$ cat src/hdl/ode_step_size_controller_unit_macros.svh
// assertion helpers for the top module, the only one that includes them
`ifndef ODE_STEP_SIZE_CONTROLLER_UNIT_MACROS_SVH
`define ODE_STEP_SIZE_CONTROLLER_UNIT_MACROS_SVH

// plain property check on the block clock
`define SSC_ASSERT(label, prop) \
    label: assert property (@(posedge aclk) disable iff (!aresetn) (prop)) \
        else $error("ssc check failed");

// implication check on the block clock
`define SSC_ASSERT_IMP(label, ante, cons) \
    label: assert property (@(posedge aclk) disable iff (!aresetn) (ante) |-> (cons)) \
        else $error("ssc check failed");

`endif

$ cat src/hdl/ssc_pkg.sv
package ssc_pkg;

    localparam int STEP_W  = 32;
    localparam int FRAC_W  = 16;
    localparam int ERR_W   = FRAC_W + 8;
    localparam int SCALE_W = FRAC_W + 3;

    localparam int ERR_K   = 10000;
    localparam int K_W     = 14;
    localparam int D_W     = ERR_W + K_W;

    // s < 2^SCALE_W, so s^4 < 2^Q_W; quotients beyond that saturate
    localparam int Q_W     = 4 * SCALE_W;
    localparam int R1_W    = Q_W / 2;
    localparam int NUM_W   = 13 + 5 * FRAC_W;
    localparam int HI_W    = NUM_W - Q_W;

    localparam logic [NUM_W-1:0]   NUM_C   = NUM_W'(6561) << (5 * FRAC_W);
    localparam logic [HI_W-1:0]    NUM_HI  = HI_W'(NUM_C >> Q_W);

    localparam logic [SCALE_W-1:0] ONE_Q     = SCALE_W'(1) << FRAC_W;
    localparam logic [SCALE_W-1:0] HALF_Q    = ONE_Q >> 1;
    localparam logic [SCALE_W-1:0] SCALE_MAX = SCALE_W'(5 * (1 << FRAC_W));
    localparam logic [SCALE_W-1:0] SCALE_MIN = SCALE_W'((1 << FRAC_W) / 10);
    localparam logic [SCALE_W-1:0] HYST_LOW  = SCALE_W'((9 * (1 << FRAC_W)) / 10);
    localparam logic [SCALE_W-1:0] HYST_HIGH = SCALE_W'((12 * (1 << FRAC_W)) / 10);

    typedef enum logic [0:0] {
        REG_MIN_STEP = 1'b0,
        REG_MAX_STEP = 1'b1
    } cfg_idx_t;

    typedef struct packed {
        logic [STEP_W-1:0] step;
        logic              limited;
        logic              evalid;
        logic              fail;
    } side_t;

endpackage

$ cat src/hdl/ssc_post.sv
module ssc_post
    import ssc_pkg::*;
(
    input  logic               aclk,
    input  logic               aresetn,
    input  logic               en,
    input  logic               in_valid,
    input  logic [SCALE_W-1:0] in_root,
    input  logic               in_ovf,
    input  side_t              in_side,
    input  logic [STEP_W-1:0]  min_step,
    input  logic [STEP_W-1:0]  max_step,
    output logic               out_valid,
    output logic [STEP_W-1:0]  out_next,
    output logic [SCALE_W-1:0] out_scale
);

    localparam int P_W = STEP_W + SCALE_W;

    logic               v1_reg, v2_reg, v3_reg;
    logic [SCALE_W-1:0] scale1_reg, scale1_next, scale2_reg;
    logic [STEP_W-1:0]  step1_reg;
    logic               evalid1_reg, evalid2_reg;
    logic [P_W-1:0]     prod2_reg;
    logic [STEP_W-1:0]  next3_reg, next3_next;
    logic [SCALE_W-1:0] scale3_reg;
    logic [STEP_W+2:0]  hi;
    logic [STEP_W-1:0]  sat;

    // scale rules
    always_comb begin
        if (in_ovf || in_root > SCALE_MAX) begin
            scale1_next = SCALE_MAX;
        end else begin
            scale1_next = in_root;
        end
        if (scale1_next < SCALE_MIN) begin
            scale1_next = SCALE_MIN;
        end
        if (in_side.fail) begin
            if (scale1_next > HYST_LOW) begin
                scale1_next = HYST_LOW;
            end
        end else if (scale1_next > HYST_LOW && scale1_next < HYST_HIGH) begin
            scale1_next = ONE_Q;
        end
        if (in_side.limited && scale1_next > ONE_Q) begin
            scale1_next = ONE_Q;
        end
        if (!in_side.evalid) begin
            scale1_next = HALF_Q;
        end
    end

    // saturate and clamp
    always_comb begin
        hi  = prod2_reg[P_W-1:FRAC_W];
        sat = (|hi[STEP_W+2:STEP_W]) ? '1 : hi[STEP_W-1:0];
        next3_next = sat;
        if (next3_next < min_step) begin
            next3_next = min_step;
        end
        if (evalid2_reg && next3_next > max_step) begin
            next3_next = max_step;
        end
    end

    always_ff @(posedge aclk) begin
        if (!aresetn) begin
            v1_reg <= 1'b0;
            v2_reg <= 1'b0;
            v3_reg <= 1'b0;
        end else if (en) begin
            v1_reg <= in_valid;
            v2_reg <= v1_reg;
            v3_reg <= v2_reg;
        end
    end

    always_ff @(posedge aclk) begin
        if (en) begin
            scale1_reg  <= scale1_next;
            step1_reg   <= in_side.step;
            evalid1_reg <= in_side.evalid;
            prod2_reg   <= P_W'(step1_reg) * P_W'(scale1_reg);
            scale2_reg  <= scale1_reg;
            evalid2_reg <= evalid1_reg;
            next3_reg   <= next3_next;
            scale3_reg  <= scale2_reg;
        end
    end

    assign out_valid = v3_reg;
    assign out_next  = next3_reg;
    assign out_scale = scale3_reg;

endmodule

$ cat config.mk
export PLATFORM = sky130hd
export DESIGN_NAME = ssc_post
export DESIGN_NICKNAME = d
export VERILOG_FILES = /design/src/hdl/ode_step_size_controller_unit_macros.svh /design/src/hdl/ssc_pkg.sv /design/src/hdl/ssc_post.sv
export SDC_FILE = /design/constraint.sdc
export NUM_CORES = 2
export LEC_CHECK = 0
export ABC_AREA = 1
export BUFFER_PORTS_ARGS = -buffer_cell sky130_fd_sc_hd__buf_2
export CAP_MARGIN = 20
export CORE_ASPECT_RATIO = 1.75
export CORE_UTILIZATION = 47
export CTS_CLUSTER_DIAMETER = 120
export DETAILED_ROUTE_END_ITERATION = 10
export PLACE_DENSITY_LB_ADDON = 0.25
export SLEW_MARGIN = 20
export SYNTH_ARGS = -nofsm -noshare
export SYNTH_HDL_FRONTEND = slang
export SYNTH_SLANG_ARGS = --single-unit
$ cat constraint.sdc
create_clock -name aclk -period 11.4 [get_ports aclk]
set_clock_uncertainty 0.05 [all_clocks]
set_input_delay 2.28 -clock aclk [delete_from_list [all_inputs] [get_ports aclk]]
set_output_delay 2.28 -clock aclk [all_outputs]
set_load 0.005 [all_outputs]
==> flow_summary.yaml <==
die:
  fp.dieW_um: 184
  ios: 175
  die_h_um: 321
  die_area_um2: 59000
  row_count: 116
  core_area_um2: 57300
  start_util: 0.476
synth:
  synthCells: 3227
  synth_area_leaders: "fa_1 (37%), edfxtp_1 (17%), inv_1 (12%)"
  synth.ff_latch_count: 161
  synth_top_area_frac: 0.373
  ys_warn_count: 0
  synth_ff_type: "edfxtp_1"
  synth_area_um2: 27300
  syn_avg_cell_area_um2: 8.45
  synth_common_cells: "inv_1 (871), nand2_1 (810), fa_1 (508), ha_1 (195), edfxtp_1 (158)"
  synthArstFlopShare: 0
  synth_cell_types: 45
  yosysTopAreaCell: "fa_1"
  yosysMostFrequentCell: "inv_1"
  synth.net_count: 4053
  seq_area_frac_synth: 0.176
  synth_edf_count: 158
hold_path:
  worstHoldStart: "scale2_reg[0]$_DFFE_PP_"
  min_path_type: "register to register"
route:
  vias: 21000
  drt_iter0_markers: 1132
  via_per_inst: 5.13
  wl_um: 73600
  wl_per_cell_um: 18.0
  ant_nets: 0
  drc: 0
  dr.pass1.iters: 7
clock_network:
  clk_latency_ps: 470
  clock-sinks: 161
  postCtsHoldBufs: 0
  cts_buffer_depth: 2
  tritoncts: "yes"
  numCtsBuffers: 17
  cts_root_buffer: "clkbuf_16"
  cts_resized: 0
  post-cts-setup-buffers: 0
  cts_max_level: 4
  clk_pin_slew_ps: 80
global_routing:
  grt-ovfl-total: 0
  antenna_found_initial: 6
  grt_pass1_wl_um: 117000
  grt_max_degree: 90
  grt_pass1_vias: 22400
  track_usage: 0.263
setup_path:
  r2r-start: "step1_reg[12]$_DFFE_PP_"
  start_kind: "register"
  arrival_ps: 7450
  cp-startpoint: "step1_reg[12]$_DFFE_PP_"
  cp.required_ps: 11570
  critPathKind: "register to register"
  end_kind: "register"
  path_max_fanout: 19
run_status:
  status: "completed"
sta:
  hold_viol_final: 0
  rsz0062_at_grt: "false"
  slew_headroom: 0.230
  tightest_slew_ps: 1160
  post-route-min-period_ps: 7280
  finalHoldWorstSlack_ps: 371
  fmax_mhz: 137
  maxSlewViolCount: 0
  setup_viol_count_final: 0
  fin_crit_sh: 0.638
  totalNegativeSetupSlack_ps: 0
cells_and_area:
  nets: 4138
  largest_reg_flops: 35
  final_core_util: 0.513
  final_cell_count_no_fill: 4096
  syn_to_final_growth_pct: 7.86
  drive_gt1_frac: 0.0824
job:
  cap_violations: 0
placement:
  dp_hpwl_um: 57500
  place_congestion: 0.945
  port_buffers: 174
  placed_cells: 4060
==> routing by layer <==
| metal | vias up | wire (um) | track usage |
|---|---|---|---|
| met5 | - | 27 | 0 |
| met4 | 4 | 4330 | 0.152 |
| met3 | 232 | 3520 | 0.0344 |
| met2 | 735 | 40300 | 0.504 |
| met1 | 10400 | 25400 | 0.268 |
| li1 | 9646 | - | - |
==> final timing paths <==
| path | slack [ps] | endpoint | cells after the start |
|---|---|---|---|
| max | 4120 | prod2_reg[47]$_DFFE_PP_ | 25 |
| min | 370 | out_scale[0]$_DFFE_PP_ | 0 |
| max reg2reg | 4120 | prod2_reg[47]$_DFFE_PP_ | 25 |
| min reg2reg | 370 | out_scale[0]$_DFFE_PP_ | 0 |
==> placed cells by master (no fill, tap or decap), drive strengths merged, types with 4 or more instances in the layout <==
| master | instances |
|---|---|
| o31ai | 5 |
| clkinv | 9 |
| edfxtp | 158 |
| o21ai | 113 |
| fa | 508 |
| nand4 | 10 |
| o221ai | 5 |
| buf | 206 |
| diode | 4 |
| a211oi | 7 |
| ha | 195 |
| xor2 | 26 |
| a31oi | 13 |
| o211ai | 5 |
| nand2 | 825 |
| xnor2 | 10 |
| o21a | 8 |
| inv | 880 |
| a21oi | 96 |
| nand3 | 49 |
| nor3 | 12 |
| clkbuf | 17 |
| nor2 | 147 |
==> area by class of cell <==
type	count	area, um^2
inverters	875	3280
clock buffers	17	425
multi-input cells	2051	18600
well taps	767	960
repair buffers	206	1120
clock inverters	15	183
fillers	5471	27900
diodes	4	10.0
flip-flops and latches	161	4800
==> logic make-up after synthesis <==
family | count (synthesis) | synth area share
compound gates | 263 | 0.0536
fa+ha+maj | 703 | 0.462
buf+inv | 1015 | 0.141
flops | 161 | 0.176
simple gates | 1049 | 0.155
xor+xnor | 36 | 0.0116
==> stage by stage <==
step	instance area, um^2	worst slack [ps]
detailed placement	28800	3450
floorplan	27300	5160
global route	29400	3590
CTS	29400	3960
global placement	28800	3610
finish	29400	4120
==> critical path, cell delays in order (launching register included) <==
cell and delay (ps):
edfxtp_1 1100, nand2_1 190, fa_1 580, inv_1 50
fa_1 450, fa_1 480, fa_1 560, inv_1 70
fa_1 530, inv_1 50, fa_1 430, ha_1 320
a21oi_1 280, o221ai_1 180, a21oi_1 370, o21bai_1 200
nand2_1 90, nand2_1 120, a21oi_1 290, o21ai_0 180
nand2_1 90, nand2_1 100, nand2_1 120, nand2_1 50
nand2_1 60, nand2_1 60
Power is left out: the tool's default activity adds up to more than one toggle a clock period on the data nets, which glitch-free logic cannot reach.
